===== config.mk =====
export PLATFORM = sky130hd
export DESIGN_NAME = rv64im_instruction_decoder_flat
export DESIGN_NICKNAME = d
export VERILOG_FILES = /design/src/hdl/rvd_pkg.sv /design/src/hdl/rvd_if.sv /design/src/hdl/rvd_in_stage.sv /design/src/hdl/rvd_decode.sv /design/src/hdl/rvd_out_stage.sv /design/src/hdl/rv64im_instruction_decoder.sv /design/src/flat_wrapper.sv
export SDC_FILE = /design/constraint.sdc
export NUM_CORES = 1
export LEC_CHECK = 0
export ABC_AREA = 0
export BUFFER_PORTS_ARGS = -buffer_cell sky130_fd_sc_hd__buf_2
export CAP_MARGIN = 20
export CORE_MARGIN = 2
export CORE_UTILIZATION = 36
export DETAILED_ROUTE_END_ITERATION = 6
export HOLD_SLACK_MARGIN = 0.12
export PLACE_DENSITY = 0.57
export SYNTH_ARGS = -nofsm -noshare
export SYNTH_HDL_FRONTEND = slang
export SYNTH_SLANG_ARGS = --single-unit
export TNS_END_PERCENT = 10

===== constraint.sdc =====
create_clock -name clk -period 3.4 [get_ports clk]
set_clock_uncertainty 0.15 [all_clocks]
set_input_delay 0.85 -clock clk [delete_from_list [all_inputs] [get_ports clk]]
set_output_delay 0.85 -clock clk [all_outputs]
set_load 0.02 [all_outputs]

===== src/hdl/rvd_pkg.sv =====
// Shared types and encoding constants for the RV64IM instruction decoder.
package rvd_pkg;

  localparam int INSTR_W = 32;
  localparam int OP_W    = 6;
  localparam int FMT_W   = 3;
  localparam int REG_W   = 5;
  localparam int IMM_W   = 20;

  // Major opcodes, instruction bits 6..2
  localparam logic [4:0] OPC_LOAD     = 5'b00000;
  localparam logic [4:0] OPC_OP_IMM   = 5'b00100;
  localparam logic [4:0] OPC_AUIPC    = 5'b00101;
  localparam logic [4:0] OPC_OP_IMM32 = 5'b00110;
  localparam logic [4:0] OPC_STORE    = 5'b01000;
  localparam logic [4:0] OPC_OP       = 5'b01100;
  localparam logic [4:0] OPC_LUI      = 5'b01101;
  localparam logic [4:0] OPC_OP32     = 5'b01110;
  localparam logic [4:0] OPC_BRANCH   = 5'b11000;
  localparam logic [4:0] OPC_JALR     = 5'b11001;
  localparam logic [4:0] OPC_JAL      = 5'b11011;

  localparam logic [6:0] F7_BASE   = 7'h00;
  localparam logic [6:0] F7_ALT    = 7'h20;
  localparam logic [6:0] F7_MULDIV = 7'h01;
  localparam logic [5:0] F6_BASE   = 6'h00;
  localparam logic [5:0] F6_ALT    = 6'h10;

  typedef enum logic [FMT_W-1:0] {
    FMT_I       = 3'd0,
    FMT_R       = 3'd1,
    FMT_SHIFT64 = 3'd2,
    FMT_SHIFT32 = 3'd3,
    FMT_STORE   = 3'd4,
    FMT_BRANCH  = 3'd5,
    FMT_UJ      = 3'd6
  } fmt_t;

  typedef enum logic [OP_W-1:0] {
    OP_JALR, OP_LB, OP_LH, OP_LW, OP_LBU, OP_LHU, OP_ADDI, OP_SLTI, OP_SLTIU,
    OP_XORI, OP_ORI, OP_ANDI, OP_LWU, OP_LD, OP_ADDIW,
    OP_ADD, OP_SUB, OP_SLL, OP_SLT, OP_SLTU, OP_XOR, OP_SRL, OP_SRA, OP_OR,
    OP_AND, OP_ADDW, OP_SUBW, OP_SLLW, OP_SRLW, OP_SRAW, OP_MUL, OP_MULH,
    OP_MULHSU, OP_MULHU, OP_MULW, OP_DIV, OP_DIVU, OP_REM, OP_REMU, OP_DIVW,
    OP_SLLI, OP_SRLI, OP_SRAI,
    OP_SLLIW, OP_SRLIW, OP_SRAIW,
    OP_SB, OP_SH, OP_SW, OP_SD,
    OP_BEQ, OP_BNE, OP_BLT, OP_BGE, OP_BLTU, OP_BGEU,
    OP_LUI, OP_AUIPC, OP_JAL
  } op_t;

  typedef struct packed {
    op_t              operation;
    fmt_t             format_class;
    logic             illegal;
    logic [REG_W-1:0] dest_reg;
    logic [REG_W-1:0] src1_reg;
    logic [REG_W-1:0] src2_reg;
    logic [IMM_W-1:0] immediate_bits;
  } decoded_t;

endpackage


===== src/hdl/rvd_if.sv =====
// Valid/ready channel interfaces for instruction words and decoded results.
interface rvd_instr_if;
  logic                        valid;
  logic                        ready;
  logic [rvd_pkg::INSTR_W-1:0] instruction;

  modport source (output valid, output instruction, input ready);
  modport sink (input valid, input instruction, output ready);
  modport monitor (input valid, input instruction, input ready);
endinterface

interface rvd_decoded_if;
  logic                      valid;
  logic                      ready;
  logic [rvd_pkg::OP_W-1:0]  operation;
  logic [rvd_pkg::FMT_W-1:0] format_class;
  logic                      illegal;
  logic [rvd_pkg::REG_W-1:0] dest_reg;
  logic [rvd_pkg::REG_W-1:0] src1_reg;
  logic [rvd_pkg::REG_W-1:0] src2_reg;
  logic [rvd_pkg::IMM_W-1:0] immediate_bits;

  modport source (output valid, output operation, output format_class, output illegal,
                  output dest_reg, output src1_reg, output src2_reg,
                  output immediate_bits, input ready);
  modport sink (input valid, input operation, input format_class, input illegal,
                input dest_reg, input src1_reg, input src2_reg,
                input immediate_bits, output ready);
  modport monitor (input valid, input operation, input format_class, input illegal,
                   input dest_reg, input src1_reg, input src2_reg,
                   input immediate_bits, input ready);
endinterface


===== src/hdl/rvd_in_stage.sv =====
// Input register stage: captures one instruction word per transfer.
module rvd_in_stage (
  input  logic                        clk,
  input  logic                        rst,
  rvd_instr_if.sink                   fetch,
  input  logic                        take,
  output logic                        valid,
  output logic [rvd_pkg::INSTR_W-1:0] instruction
);
  import rvd_pkg::*;

  // Refill whenever the held word leaves or the stage is empty; refuse transfers in reset.
  assign fetch.ready = !rst && (!valid || take);

  always_ff @(posedge clk) begin
    if (rst) begin
      valid <= 1'b0;
    end else if (fetch.ready) begin
      valid <= fetch.valid;
    end
  end

  always_ff @(posedge clk) begin
    if (fetch.valid && fetch.ready) begin
      instruction <= fetch.instruction;
    end
  end

endmodule


===== src/hdl/rvd_decode.sv =====
// Combinational RV64IM table decode and immediate assembly.
module rvd_decode (
  input  logic [rvd_pkg::INSTR_W-1:0] instruction,
  output rvd_pkg::decoded_t           result
);
  import rvd_pkg::*;

  logic [4:0] opcode;
  logic [2:0] f3;
  logic [6:0] f7;
  logic [5:0] f6;
  logic       hit;
  op_t        op;
  fmt_t       fmt;

  assign opcode = instruction[6:2];
  assign f3     = instruction[14:12];
  assign f7     = instruction[31:25];
  assign f6     = instruction[31:26];

  always_comb begin
    hit = 1'b1;
    op  = OP_JALR;
    fmt = FMT_I;
    case (opcode)
      OPC_JALR: begin
        hit = (f3 == 3'd0);
      end
      OPC_LOAD: begin
        case (f3)
          3'd0:    op = OP_LB;
          3'd1:    op = OP_LH;
          3'd2:    op = OP_LW;
          3'd3:    op = OP_LD;
          3'd4:    op = OP_LBU;
          3'd5:    op = OP_LHU;
          3'd6:    op = OP_LWU;
          default: hit = 1'b0;
        endcase
      end
      OPC_OP_IMM: begin
        case (f3)
          3'd0: op = OP_ADDI;
          3'd2: op = OP_SLTI;
          3'd3: op = OP_SLTIU;
          3'd4: op = OP_XORI;
          3'd6: op = OP_ORI;
          3'd7: op = OP_ANDI;
          3'd1: begin
            fmt = FMT_SHIFT64;
            op  = OP_SLLI;
            hit = (f6 == F6_BASE);
          end
          default: begin
            fmt = FMT_SHIFT64;
            op  = (f6 == F6_ALT) ? OP_SRAI : OP_SRLI;
            hit = (f6 == F6_BASE) || (f6 == F6_ALT);
          end
        endcase
      end
      OPC_OP_IMM32: begin
        fmt = FMT_SHIFT32;
        case (f3)
          3'd0: begin
            fmt = FMT_I;
            op  = OP_ADDIW;
          end
          3'd1: begin
            op  = OP_SLLIW;
            hit = (f7 == F7_BASE);
          end
          3'd5: begin
            op  = (f7 == F7_ALT) ? OP_SRAIW : OP_SRLIW;
            hit = (f7 == F7_BASE) || (f7 == F7_ALT);
          end
          default: hit = 1'b0;
        endcase
      end
      OPC_OP: begin
        fmt = FMT_R;
        case (f7)
          F7_BASE: begin
            case (f3)
              3'd0:    op = OP_ADD;
              3'd1:    op = OP_SLL;
              3'd2:    op = OP_SLT;
              3'd3:    op = OP_SLTU;
              3'd4:    op = OP_XOR;
              3'd5:    op = OP_SRL;
              3'd6:    op = OP_OR;
              default: op = OP_AND;
            endcase
          end
          F7_ALT: begin
            case (f3)
              3'd0:    op = OP_SUB;
              3'd5:    op = OP_SRA;
              default: hit = 1'b0;
            endcase
          end
          F7_MULDIV: begin
            case (f3)
              3'd0:    op = OP_MUL;
              3'd1:    op = OP_MULH;
              3'd2:    op = OP_MULHSU;
              3'd3:    op = OP_MULHU;
              3'd4:    op = OP_DIV;
              3'd5:    op = OP_DIVU;
              3'd6:    op = OP_REM;
              default: op = OP_REMU;
            endcase
          end
          default: hit = 1'b0;
        endcase
      end
      OPC_OP32: begin
        fmt = FMT_R;
        case (f7)
          F7_BASE: begin
            case (f3)
              3'd0:    op = OP_ADDW;
              3'd1:    op = OP_SLLW;
              3'd5:    op = OP_SRLW;
              default: hit = 1'b0;
            endcase
          end
          F7_ALT: begin
            case (f3)
              3'd0:    op = OP_SUBW;
              3'd5:    op = OP_SRAW;
              default: hit = 1'b0;
            endcase
          end
          F7_MULDIV: begin
            // divuw, remw and remuw are not supported
            case (f3)
              3'd0:    op = OP_MULW;
              3'd4:    op = OP_DIVW;
              default: hit = 1'b0;
            endcase
          end
          default: hit = 1'b0;
        endcase
      end
      OPC_STORE: begin
        fmt = FMT_STORE;
        case (f3)
          3'd0:    op = OP_SB;
          3'd1:    op = OP_SH;
          3'd2:    op = OP_SW;
          3'd3:    op = OP_SD;
          default: hit = 1'b0;
        endcase
      end
      OPC_BRANCH: begin
        fmt = FMT_BRANCH;
        case (f3)
          3'd0:    op = OP_BEQ;
          3'd1:    op = OP_BNE;
          3'd4:    op = OP_BLT;
          3'd5:    op = OP_BGE;
          3'd6:    op = OP_BLTU;
          3'd7:    op = OP_BGEU;
          default: hit = 1'b0;
        endcase
      end
      OPC_LUI: begin
        fmt = FMT_UJ;
        op  = OP_LUI;
      end
      OPC_AUIPC: begin
        fmt = FMT_UJ;
        op  = OP_AUIPC;
      end
      OPC_JAL: begin
        fmt = FMT_UJ;
        op  = OP_JAL;
      end
      default: hit = 1'b0;
    endcase
  end

  always_comb begin
    result = '0;
    if (!hit) begin
      result.illegal = 1'b1;
    end else begin
      result.operation    = op;
      result.format_class = fmt;
      if (fmt inside {FMT_I, FMT_R, FMT_SHIFT64, FMT_SHIFT32, FMT_UJ}) begin
        result.dest_reg = instruction[11:7];
      end
      if (fmt != FMT_UJ) begin
        result.src1_reg = instruction[19:15];
      end
      if (fmt inside {FMT_R, FMT_STORE, FMT_BRANCH}) begin
        result.src2_reg = instruction[24:20];
      end
      case (fmt)
        FMT_I:       result.immediate_bits = {8'd0, instruction[31:20]};
        FMT_SHIFT64: result.immediate_bits = {14'd0, instruction[25:20]};
        FMT_SHIFT32: result.immediate_bits = {15'd0, instruction[24:20]};
        FMT_STORE:   result.immediate_bits = {8'd0, instruction[31:25], instruction[11:7]};
        FMT_BRANCH:  result.immediate_bits = {8'd0, instruction[31], instruction[7],
                                              instruction[30:25], instruction[11:8]};
        FMT_UJ: begin
          if (op == OP_JAL) begin
            result.immediate_bits = {instruction[31], instruction[19:12],
                                     instruction[20], instruction[30:21]};
          end else begin
            result.immediate_bits = instruction[31:12];
          end
        end
        default:     result.immediate_bits = '0;
      endcase
    end
  end

endmodule


===== src/hdl/rvd_out_stage.sv =====
// Result register stage: holds one decoded result until its transfer.
module rvd_out_stage (
  input  logic              clk,
  input  logic              rst,
  input  logic              in_valid,
  input  rvd_pkg::decoded_t result,
  output logic              take,
  rvd_decoded_if.source     decoded
);
  import rvd_pkg::*;

  logic     valid;
  decoded_t held;

  assign take = !valid || decoded.ready;

  always_ff @(posedge clk) begin
    if (rst) begin
      valid <= 1'b0;
    end else if (take) begin
      valid <= in_valid;
    end
  end

  always_ff @(posedge clk) begin
    if (take && in_valid) begin
      held <= result;
    end
  end

  assign decoded.valid          = valid;
  assign decoded.operation      = held.operation;
  assign decoded.format_class   = held.format_class;
  assign decoded.illegal        = held.illegal;
  assign decoded.dest_reg       = held.dest_reg;
  assign decoded.src1_reg       = held.src1_reg;
  assign decoded.src2_reg       = held.src2_reg;
  assign decoded.immediate_bits = held.immediate_bits;

endmodule


===== src/hdl/rv64im_instruction_decoder.sv =====
// RV64IM decoder: input register, table decode, result register.
// An instruction goes through the input register, then the result register.
// Throughput: one instruction per cycle unless stalled; both stages refill when drained.
// A stalled result stage holds its item while the input stage takes one more.
// Reset (rst, synchronous) empties both stages; fetch.ready stays low while rst is high.
module rv64im_instruction_decoder (
  input  logic        clk,
  input  logic        rst,
  rvd_instr_if.sink   fetch,
  rvd_decoded_if.source decoded
);
  import rvd_pkg::*;

  logic                 stage_valid;
  logic [INSTR_W-1:0]   stage_instruction;
  logic                 take;
  decoded_t             result;

  rvd_in_stage u_in (
    .clk         (clk),
    .rst         (rst),
    .fetch       (fetch),
    .take        (take),
    .valid       (stage_valid),
    .instruction (stage_instruction)
  );

  rvd_decode u_decode (
    .instruction (stage_instruction),
    .result      (result)
  );

  rvd_out_stage u_out (
    .clk      (clk),
    .rst      (rst),
    .in_valid (stage_valid),
    .result   (result),
    .take     (take),
    .decoded  (decoded)
  );

endmodule


===== src/flat_wrapper.sv =====
// flat-port wrapper written by rule: the top's interface ports become plain ports
module rv64im_instruction_decoder_flat import rvd_pkg::*;
  (clk, rst, fetch_valid, fetch_instruction, fetch_ready, decoded_valid, decoded_operation, decoded_format_class, decoded_illegal, decoded_dest_reg, decoded_src1_reg, decoded_src2_reg, decoded_immediate_bits, decoded_ready);
  rvd_instr_if fetch_i ();
  rvd_decoded_if decoded_i ();
  input  logic clk;
  input  logic rst;
  input wire logic [$bits(fetch_i.valid)-1:0] fetch_valid;
  input wire logic [$bits(fetch_i.instruction)-1:0] fetch_instruction;
  output wire logic [$bits(fetch_i.ready)-1:0] fetch_ready;
  output wire logic [$bits(decoded_i.valid)-1:0] decoded_valid;
  output wire logic [$bits(decoded_i.operation)-1:0] decoded_operation;
  output wire logic [$bits(decoded_i.format_class)-1:0] decoded_format_class;
  output wire logic [$bits(decoded_i.illegal)-1:0] decoded_illegal;
  output wire logic [$bits(decoded_i.dest_reg)-1:0] decoded_dest_reg;
  output wire logic [$bits(decoded_i.src1_reg)-1:0] decoded_src1_reg;
  output wire logic [$bits(decoded_i.src2_reg)-1:0] decoded_src2_reg;
  output wire logic [$bits(decoded_i.immediate_bits)-1:0] decoded_immediate_bits;
  input wire logic [$bits(decoded_i.ready)-1:0] decoded_ready;
  assign fetch_i.valid = fetch_valid;
  assign fetch_i.instruction = fetch_instruction;
  assign fetch_ready = fetch_i.ready;
  assign decoded_valid = decoded_i.valid;
  assign decoded_operation = decoded_i.operation;
  assign decoded_format_class = decoded_i.format_class;
  assign decoded_illegal = decoded_i.illegal;
  assign decoded_dest_reg = decoded_i.dest_reg;
  assign decoded_src1_reg = decoded_i.src1_reg;
  assign decoded_src2_reg = decoded_i.src2_reg;
  assign decoded_immediate_bits = decoded_i.immediate_bits;
  assign decoded_i.ready = decoded_ready;
  rv64im_instruction_decoder u_core (.clk(clk), .rst(rst), .fetch(fetch_i), .decoded(decoded_i));
endmodule

==> flow_metrics.env, run 1 <==
export IMPL_antenna_found_initial=0
export IMPL_ys_async_sr_fraction_pct=0
export IMPL_synth_top_area_cell="edfxtp_1"
export IMPL_max_freq_mhz=359.7
export IMPL_fillers=1140
export IMPL_drt_first_pass_iters=6
export IMPL_timing_rr_end="u_core.u_out.decoded.format_class[0]$_SDFFCE_PN0P_"
export IMPL_overflow=0
export IMPL_r2r_slack_ns=0.62
export IMPL_cts_sinks=77
export IMPL_post_cts_resized=0
export IMPL_relSlewSlack_pct=47.27
export IMPL_rsz0062_at_grt="no"
export IMPL_tightest_slew_ns=0.7849
export IMPL_cts_tree="built"
export IMPL_cp_max_fo=18
export IMPL_start_kind="flop"
export IMPL_synth_top_cell_area_share_pct=51.41
export IMPL_post_cts_setup_buffers=0
export IMPL_ys_ff_latch=77
export IMPL_regMostFlops="u_core.u_in.instruction"
export IMPL_cp_startpoint="u_core.u_in.instruction[2]$_DFFE_PP_"
export IMPL_design_area_sq_mm=0.005234
export IMPL_p_leak_nw=1.876
export IMPL_ys_top_cells_by_area="edfxtp_1, nor2_4, a222oi_1"
export IMPL_cts_buffers=9
export IMPL_die_area_sq_mm=0.01307
export IMPL_fin_nets=497
export IMPL_grt_busiest_layer="met2"
export IMPL_antenna_left=0
export IMPL_endpoint_kind="flop"
export IMPL_area_growth_pct=19.48
export IMPL_place_area_sq_mm=0.004917
export IMPL_tns_ns=0
export IMPL_maxCapViolations=0
export IMPL_synthCells=381
export IMPL_min_path_type="flop to flop"
export IMPL_synth_cell_types=70
export IMPL_yosysWarnings=0
export IMPL_synthFlopType="edfxtp_1"
export IMPL_use_met2_pct=26.75
export IMPL_hold_buffers=0
export IMPL_grt_pass1_wl_mm=17.93
export IMPL_cts_root_buf="clkbuf_16"
export IMPL_fp_row_count=40
export IMPL_finalSetupViolCount=0
export IMPL_synth_edff_count=75
export IMPL_crit_chain="nor2_1 > nand4_2 > o22a_1 > and4_4 > buf_12 > nor3_1"
export IMPL_r2r_cells=6
export IMPL_grt_total_usage_pct=17.78
export IMPL_dp_hpwl_mm=8.159
export IMPL_routedWlPerCell_um=18.60
export IMPL_htree_levels=3
export IMPL_worstPathArrival_ns=2.74
export IMPL_setup_slack_ns=0.6200
export IMPL_hold_end="u_core.u_out.decoded.valid$_SDFFE_PP0N_"
export IMPL_grt_max_degree=46
export IMPL_fp_coreArea_sq_mm=0.01196
export IMPL_slowest_stage="edfxtp_1"
export IMPL_slowest_delay_ns=0.64
export IMPL_wl_mm=11.29
export IMPL_die_width_um=114.3
export IMPL_syn_nets=423
export IMPL_drive_above_1_share_pct=32.39
export IMPL_hold_viol=0
export IMPL_crit_required_ns=3.36
export IMPL_holdPathStages=2
export IMPL_initial_core_util_pct=36.62
export IMPL_timing_rr_start="u_core.u_in.instruction[2]$_DFFE_PP_"
export IMPL_die_h_um=114.3
export IMPL_place_congestion=0.9418
export IMPL_cp_top_family="simple AND/OR/NAND/NOR gates"
export IMPL_synth_avg_cell_area_sq_um=11.50
export IMPL_drc=0
export IMPL_largest_register_ffs=30
export IMPL_ir_worst_vdd_uv=213.7
export IMPL_grt_use_met3_pct=3.706
export IMPL_drtIter0Drc=363
export IMPL_clkTransAtPathRegs_ns=0.06
export IMPL_pin_count=83
export IMPL_cts_max_path_buffers=2
export IMPL_clk_latency_ns=0.33
export IMPL_hold_path_startpoint="u_core.u_in.valid$_SDFFE_PP0P_"
export IMPL_io_buffers=80
export IMPL_crit_buf_inv=1
export IMPL_grt_pass1_vias=3260
export IMPL_ys_seq_area_share_pct=52.33
export IMPL_syn_area_sq_mm=0.004380
export IMPL_use_met1_pct=26.08
export IMPL_place_ws_ns=0.6460
export IMPL_fin_crit_ns=2.780
export IMPL_slew_violations=0
export IMPL_status="completed"
export IMPL_via_per_inst=5.675
export IMPL_vias=3445
export IMPL_worstSetupPathType="flop to flop"
export IMPL_p_per_area_mw_per_mm2=460.4
export IMPL_antenna_cells=0
export IMPL_finalCritPeriodShare_pct=81.76
Yosys cell counts, drive strengths merged (5+ instances only):
cell type / count
nor4b: 5
nand4: 8
inv: 8
o21ai: 11
a222oi: 11
mux2: 5
ha: 6
a21oi: 22
buf: 22
edfxtp: 75
nor2: 39
a31oi: 8
o211ai: 5
nand2b: 8
a22o: 7
nand3: 6
nor2b: 11
nor3: 8
nand2: 28
clkbuf: 12
and2: 7
power breakdown:
part	switching (W)	internal, W	leakage (nW)
clock network	0.000364	0.000642	0.156
logic	0.000169	0.000101	1.01
registers	0.0000377	0.00109	0.706
cell families after synthesis:
group / after synthesis / share of synthesized area (%)
DFF: 77 / 52.33
and+or+nand+nor: 146 / 21.22
muxes: 5 / 1.285
buffers and inverters: 42 / 5.427
adders and majority gates: 6 / 1.714
AOI/OAI and AO/OA: 104 / 17.82
xor gates and xnor gates: 1 / 0.2000
stage by stage:
stage / hold WS, ns / utilization, % / total power [W] / std cells
2_1_floorplan: 0.3278 / - / 0.001331 / 381
3_3_place_gp: 0.3591 / 41.11 / 0.001422 / 591
3_5_place_dp: 0.3749 / 41.11 / 0.001423 / 591
4_1_cts: 0.3844 / 43.76 / 0.002437 / 607
5_1_grt: 0.4182 / 43.76 / 0.002503 / 607
6_report: 0.3806 / 43.76 / 0.002410 / 607
cell usage in the layout (no fill, tap or decap), drive strengths merged, types with 10 or more instances in the layout:
| cell type | netlist | final |
|---|---|---|
| a21oi | 22 | 22 |
| nor2b | 11 | 11 |
| edfxtp | 75 | 75 |
| a222oi | 11 | 11 |
| clkbuf | 12 | 10 |
| nor2 | 39 | 39 |
| buf | 22 | 97 |
| o21ai | 11 | 11 |
| nand2 | 28 | 28 |
area by class of cell:
| class | instances | area [sq um] | share of cell area, % |
|---|---|---|---|
| sequential | 77 | 2292 | 43.80 |
| multi-input combinational | 262 | 1858 | 35.50 |
| timing repair buffer | 97 | 553.0 | 10.57 |
| clock buffer | 10 | 229.0 | 4.375 |
| tap | 147 | 183.9 | 3.514 |
| clock inverter | 6 | 87.58 | 1.673 |
| inverter | 8 | 30.03 | 0.5738 |
layer usage:
layer  wire (um)  vias to the layer above
met4         137                        0
li1            -                     1635
met3         947                       14
met2        5103                      173
met1        5100                     1623
met5           0                        -
worst max path at each step:
| stage | to | cells past startpoint | slack, ns |
|---|---|---|---|
| floorplan | u_core.u_in.instruction[10]$_DFFE_PP_ | 3 | 0.70 |
| global placement | u_core.u_out.decoded.format_class[0]$_SDFFCE_PN0P_ | 6 | 0.74 |
| detailed placement | u_core.u_out.decoded.format_class[0]$_SDFFCE_PN0P_ | 6 | 0.65 |
| CTS | u_core.u_out.decoded.format_class[0]$_SDFFCE_PN0P_ | 6 | 0.63 |
| global route | u_core.u_out.decoded.format_class[0]$_SDFFCE_PN0P_ | 6 | 0.53 |
| finish | u_core.u_out.decoded.format_class[0]$_SDFFCE_PN0P_ | 6 | 0.62 |
worst min-delay path, delay by kind of cell, from the launching register on:
family           cells  cell delay (ns)
DFF                  1             0.33
and+or+nand+nor      2             0.15
Power figures use the tool's default switching activity.
==> run 2, diff against run 1 <==
PLACE_DENSITY = 0.55   (was 0.57)
clock period = 2.58 ns   (was 3.4 ns; I/O delays follow)
==> flow_metrics.env, run 2 (synthesis results as in run 1) <==
export IMPL_maxCapViolations=0
export IMPL_grt_total_usage_pct=18.35
export IMPL_grt_pass1_vias=3423
export IMPL_power_switching_w=0.0007582
export IMPL_layout_commonest_cell="buf_2"
export IMPL_place_ws_ns=0.1342
export IMPL_vias=3553
export IMPL_max_freq_mhz=416.2
export IMPL_drt_first_pass_iters=6
export IMPL_min_path_type="input port to flop"
export IMPL_multiInputGateArea_sq_mm=0.001858
export IMPL_seq_area_sq_mm=0.002292
export IMPL_fin_crit_ns=2.403
export IMPL_drtIter0Drc=421
export IMPL_antenna_cells=0
export IMPL_routedWlPerCell_um=18.86
export IMPL_tns_ns=0
export IMPL_whs_ns=0.3405
export IMPL_fp_coreArea_sq_mm=0.01196
export IMPL_crit_required_ns=2.61
export IMPL_finalCritPeriodShare_pct=93.13
export IMPL_io_buffers=80
export IMPL_tightest_slew_ns=0.5057
export IMPL_drc=0
export IMPL_antenna_found_initial=0
export IMPL_initial_core_util_pct=36.62
export IMPL_clkTransAtPathRegs_ns=0.06
export IMPL_cts_root_buf="clkbuf_16"
export IMPL_finalSetupViolCount=0
export IMPL_cts_sinks=77
export IMPL_ir_worst_vdd_uv=369.9
export IMPL_fillers=1095
export IMPL_die_width_um=114.3
export IMPL_cts_buffers=9
export IMPL_pin_count=83
export IMPL_slew_violations=0
export IMPL_fp_row_count=40
export IMPL_start_kind="flop"
export IMPL_place_congestion=0.9048
export IMPL_status="completed"
export IMPL_htree_levels=3
export IMPL_relSlewSlack_pct=65.93
export IMPL_cts_tree="built"
export IMPL_via_per_inst=5.604
export IMPL_area_growth_pct=25.25
export IMPL_worstPathArrival_ns=2.43
export IMPL_dp_hpwl_mm=8.836
export IMPL_overflow=0
export IMPL_grt_max_degree=46
export IMPL_die_area_sq_mm=0.01307
export IMPL_grt_pass1_wl_mm=18.58
export IMPL_netSwitchingFraction_pct=23.66
export IMPL_setup_slack_ns=0.1771
export IMPL_regMostFlops="u_core.u_in.instruction"
export IMPL_antenna_left=0
export IMPL_wl_mm=11.96
export IMPL_die_h_um=114.3
export IMPL_p_per_area_mw_per_mm2=584.2
export IMPL_pwr_share_seq_pct=46.3
export IMPL_cp_max_fo=13
export IMPL_r2r_slack_ns=0.18
export IMPL_cts_max_path_buffers=2
export IMPL_endpoint_kind="flop"
export IMPL_final_cell_mix="buf_2, edfxtp_1, buf_4"
export IMPL_fin_nets=524
export IMPL_hold_viol=0
export IMPL_worstSetupPathType="flop to flop"
export IMPL_drive_above_1_share_pct=36.14
export IMPL_pwr_share_comb_pct=12.5
export IMPL_p_int_w=0.002447
export IMPL_hold_buffers=0
export IMPL_largest_register_ffs=30
export IMPL_p_leak_nw=2.026
export IMPL_rsz0062_at_grt="no"
export IMPL_clkPwrFrac_pct=41.2
export IMPL_clk_latency_ns=0.33
run 2: cell types whose count changed in the layout (fill, tap and decap cells not counted), sizes merged:
cell,previous run,this run
buf,97,124
run 2: repair_timing:
action,in CTS,in global routing
endpoints found under the hold margin,0,0
setup endpoints to repair,0,9
buffers inserted,0,2
gates resized for setup,0,0
run 2: worst max-delay path, cell delays in order (launching register included):
cell      delay (ns)
edfxtp_1        0.61
buf_4           0.28
o41a_1          0.42
o22a_1          0.21
a41oi_1         0.39
and2_1          0.20
run 2: final timing paths:
kind,from,cells after the start,end
max,u_core.u_in.instruction[13]$_DFFE_PP_,5,u_core.u_out.decoded.src2_reg[3]$_SDFFCE_PN0P_
min reg2reg,u_core.u_in.valid$_SDFFE_PP0P_,2,u_core.u_out.decoded.valid$_SDFFE_PP0N_
max reg2reg,u_core.u_in.instruction[13]$_DFFE_PP_,5,u_core.u_out.decoded.src2_reg[3]$_SDFFCE_PN0P_
min,fetch_instruction[10],1,u_core.u_in.instruction[10]$_DFFE_PP_
run 2: metrics by stage:
step           total power [W]  instance area, sq um  utilization, %  instances
2_1_floorplan         0.001754                  4383               -        381
3_3_place_gp          0.001903                  5142           42.99        616
3_5_place_dp          0.001905                  5142           42.99        616
4_1_cts               0.003231                  5459           45.64        632
5_1_grt               0.003325                  5487           45.87        634
6_report              0.003205                  5487           45.87        634
run 2: cell type report:
type	instances	share of cell area, %
clock inverters	6	1.596
clock buffers	10	4.173
well taps	147	3.352
multi-input cells	262	33.87
repair buffers	124	14.69
flip-flops and latches	77	41.78
inverters	8	0.5473
run 2: layer usage:
layer | global-route usage (%) | up-vias | part of all wire (%)
met5 | 0 | - | 0
met4 | 5.366 | 0 | 1.1
li1 | - | 1687 | -
met1 | 27.06 | 1699 | 47
met2 | 27.70 | 155 | 46
met3 | 3.176 | 12 | 6.8
run 2: power groups by stage:
stage / logic, W / clock network, W / registers, W
after CTS: 0.000395 / 0.00135 / 0.00149
after global routing: 0.000433 / 0.00140 / 0.00149
after global placement: 0.000393 / 0 / 0.00151
final: 0.000401 / 0.00132 / 0.00148
after detailed placement: 0.000394 / 0 / 0.00151
after floorplan: 0.000211 / 0 / 0.00154
==> run 3, diff against run 2 <==
CORE_UTILIZATION = 55   (was 36)
GPL_TIMING_DRIVEN = 0   (was default)
PLACE_DENSITY = 0.78   (was 0.55)
RECOVER_POWER = 50   (was default)
==> flow_metrics.env, run 3 (synthesis results as in run 1) <==
export IMPL_status="completed"
export IMPL_clkTransAtPathRegs_ns=0.09
export IMPL_grt_pass1_vias=3336
export IMPL_fp_coreArea_sq_mm=0.007727
export IMPL_clkPwrFrac_pct=29.6
export IMPL_rsz0062_at_grt="yes"
export IMPL_cts_root_buf="clkbuf_8"
export IMPL_die_h_um=93.25
export IMPL_maxCapViolations=0
export IMPL_p_per_area_mw_per_mm2=515.6
export IMPL_antenna_cells=0
export IMPL_grt_total_usage_pct=27.81
export IMPL_clk_latency_ns=0.35
export IMPL_pwr_share_comb_pct=14.8
export IMPL_worstSetupPathType="flop to flop"
export IMPL_die_area_sq_mm=0.008695
export IMPL_cts_max_path_buffers=2
export IMPL_antenna_found_initial=0
export IMPL_io_buffers=80
export IMPL_finalCritPeriodShare_pct=97.77
export IMPL_finalSetupViolCount=0
export IMPL_p_leak_nw=1.795
export IMPL_cp_max_fo=10
export IMPL_cts_sinks=77
export IMPL_die_width_um=93.25
export IMPL_cp_top_family="compound AO/OA/AOI/OAI gates"
export IMPL_ir_worst_vdd_uv=353.5
export IMPL_area_growth_pct=17.37
export IMPL_largest_register_ffs=30
export IMPL_hold_viol=0
export IMPL_drc=0
export IMPL_slowest_stage="a221oi_2"
export IMPL_min_path_type="input port to flop"
export IMPL_max_freq_mhz=396.4
export IMPL_drive_above_1_share_pct=29.11
export IMPL_htree_levels=3
export IMPL_pin_count=83
export IMPL_overflow=0
export IMPL_grt_pass1_wl_mm=18.18
export IMPL_place_congestion=0.9655
export IMPL_initial_core_util_pct=56.69
export IMPL_power_total_w=0.002651
export IMPL_slew_violations=0
export IMPL_via_per_inst=6.362
export IMPL_routedWlPerCell_um=20.22
export IMPL_fin_nets=518
export IMPL_holdPathStages=1
export IMPL_cts_buffers=9
export IMPL_netSwitchingFraction_pct=27.40
export IMPL_relSlewSlack_pct=41.76
export IMPL_fin_crit_ns=2.522
export IMPL_final_cell_mix="edfxtp_1, buf_2, clkbuf_1"
export IMPL_grt_max_degree=37
export IMPL_pwr_share_seq_pct=55.6
export IMPL_cp_depth=7
export IMPL_p_int_w=0.001924
export IMPL_cts_tree="built"
export IMPL_vias=3709
export IMPL_endpoint_kind="flop"
export IMPL_regMostFlops="u_core.u_in.instruction"
export IMPL_r2r_cells=7
export IMPL_crit_buf_inv=2
export IMPL_slowest_delay_ns=0.50
export IMPL_layout_commonest_cell="edfxtp_1"
export IMPL_drtIter0Drc=506
export IMPL_dp_hpwl_mm=8.457
export IMPL_worstPathArrival_ns=2.57
export IMPL_crit_required_ns=2.63
export IMPL_tightest_slew_ns=0.8719
export IMPL_fp_row_count=32
export IMPL_drt_first_pass_iters=6
export IMPL_whs_ns=0.3108
export IMPL_crit_chain="buf_4 > buf_6 > nor2b_1 > or3_1 > a221oi_2 > o21ai_0 > a21oi_2"
export IMPL_start_kind="flop"
export IMPL_wl_mm=11.79
export IMPL_antenna_left=0
export IMPL_power_switching_w=0.0007263
run 3: cell types whose count changed in the layout (fill, tap and decap cells not counted), sizes merged:
cell      previous run  this run
buf                124        84
clkbuf              10        44
clkinvlp             0         3
bufinv               2         0
clkinv               4         3
run 3: worst register-to-register path: cells and delay by family (launching register included):
kind            cells  cell delay (ns)
compound gates      3             0.89
flops               1             0.45
simple gates        2             0.54
buf+inv             2             0.35
run 3: what timing repair did:
item / 4_1_cts / 5_1_grt
endpoints found under the setup margin: 35 / 32
hold buffers: 0 / 0
buffers inserted: 2 / 0
gates resized for setup: 7 / 9
cloned: 0 / 0
pin swaps: 0 / 0
run 3: through the flow:
stage	TNS [ns]	std cells	setup slack, ns	utilization [%]	instance area [sq um]
2_1_floorplan	0	381	0.05083	-	4383
3_3_place_gp	-26.09	563	-0.3925	63.55	4911
3_5_place_dp	-8.717	565	-0.3397	64.07	4951
4_1_cts	0	583	0.0001985	66.71	5155
5_1_grt	-0.01749	583	-0.01522	66.53	5141
6_report	0	583	0.05750	66.53	5141
run 3: routing by layer:
layer	vias up	part of all wire [%]	global-route usage [%]
li1	1671	-	-
met4	0	1.3	8.578
met3	20	11	5.882
met2	271	44	39.51
met1	1747	44	42.73
met5	-	0	0
run 3: cell type report:
type | instances | area (sq um)
Fill cell | 624 | 2586
Sequential cell | 77 | 2292
Multi-Input combinational cell | 262 | 1888
Timing Repair Buffer | 84 | 411.6
Buffer | 34 | 222.7
Clock buffer | 10 | 127.6
Tap cell | 102 | 127.6
Clock inverter | 6 | 41.29
Inverter | 8 | 30.03
run 3: power groups by stage:
stage	Clock, W	Sequential [W]	Combinational, W
4_1_cts	0.000796	0.00147	0.000392
3_3_place_gp	0	0.00150	0.000377
5_1_grt	0.000853	0.00148	0.000418
2_1_floorplan	0	0.00154	0.000211
6_report	0.000784	0.00147	0.000392
3_5_place_dp	0	0.00150	0.000387
run 3: path summary, 6_finish.rpt:
path / startpoint / to / slack, ns
worst max-delay path: u_core.u_in.instruction[12]$_DFFE_PP_ / u_core.u_out.decoded.immediate_bits[11]$_SDFFCE_PN0P_ / 0.06
worst min-delay path: fetch_instruction[18] / u_core.u_in.instruction[18]$_DFFE_PP_ / 0.31
worst max register to register: u_core.u_in.instruction[12]$_DFFE_PP_ / u_core.u_out.decoded.immediate_bits[11]$_SDFFCE_PN0P_ / 0.06
worst min register to register: u_core.u_in.valid$_SDFFE_PP0P_ / u_core.u_in.valid$_SDFFE_PP0P_ / 0.40
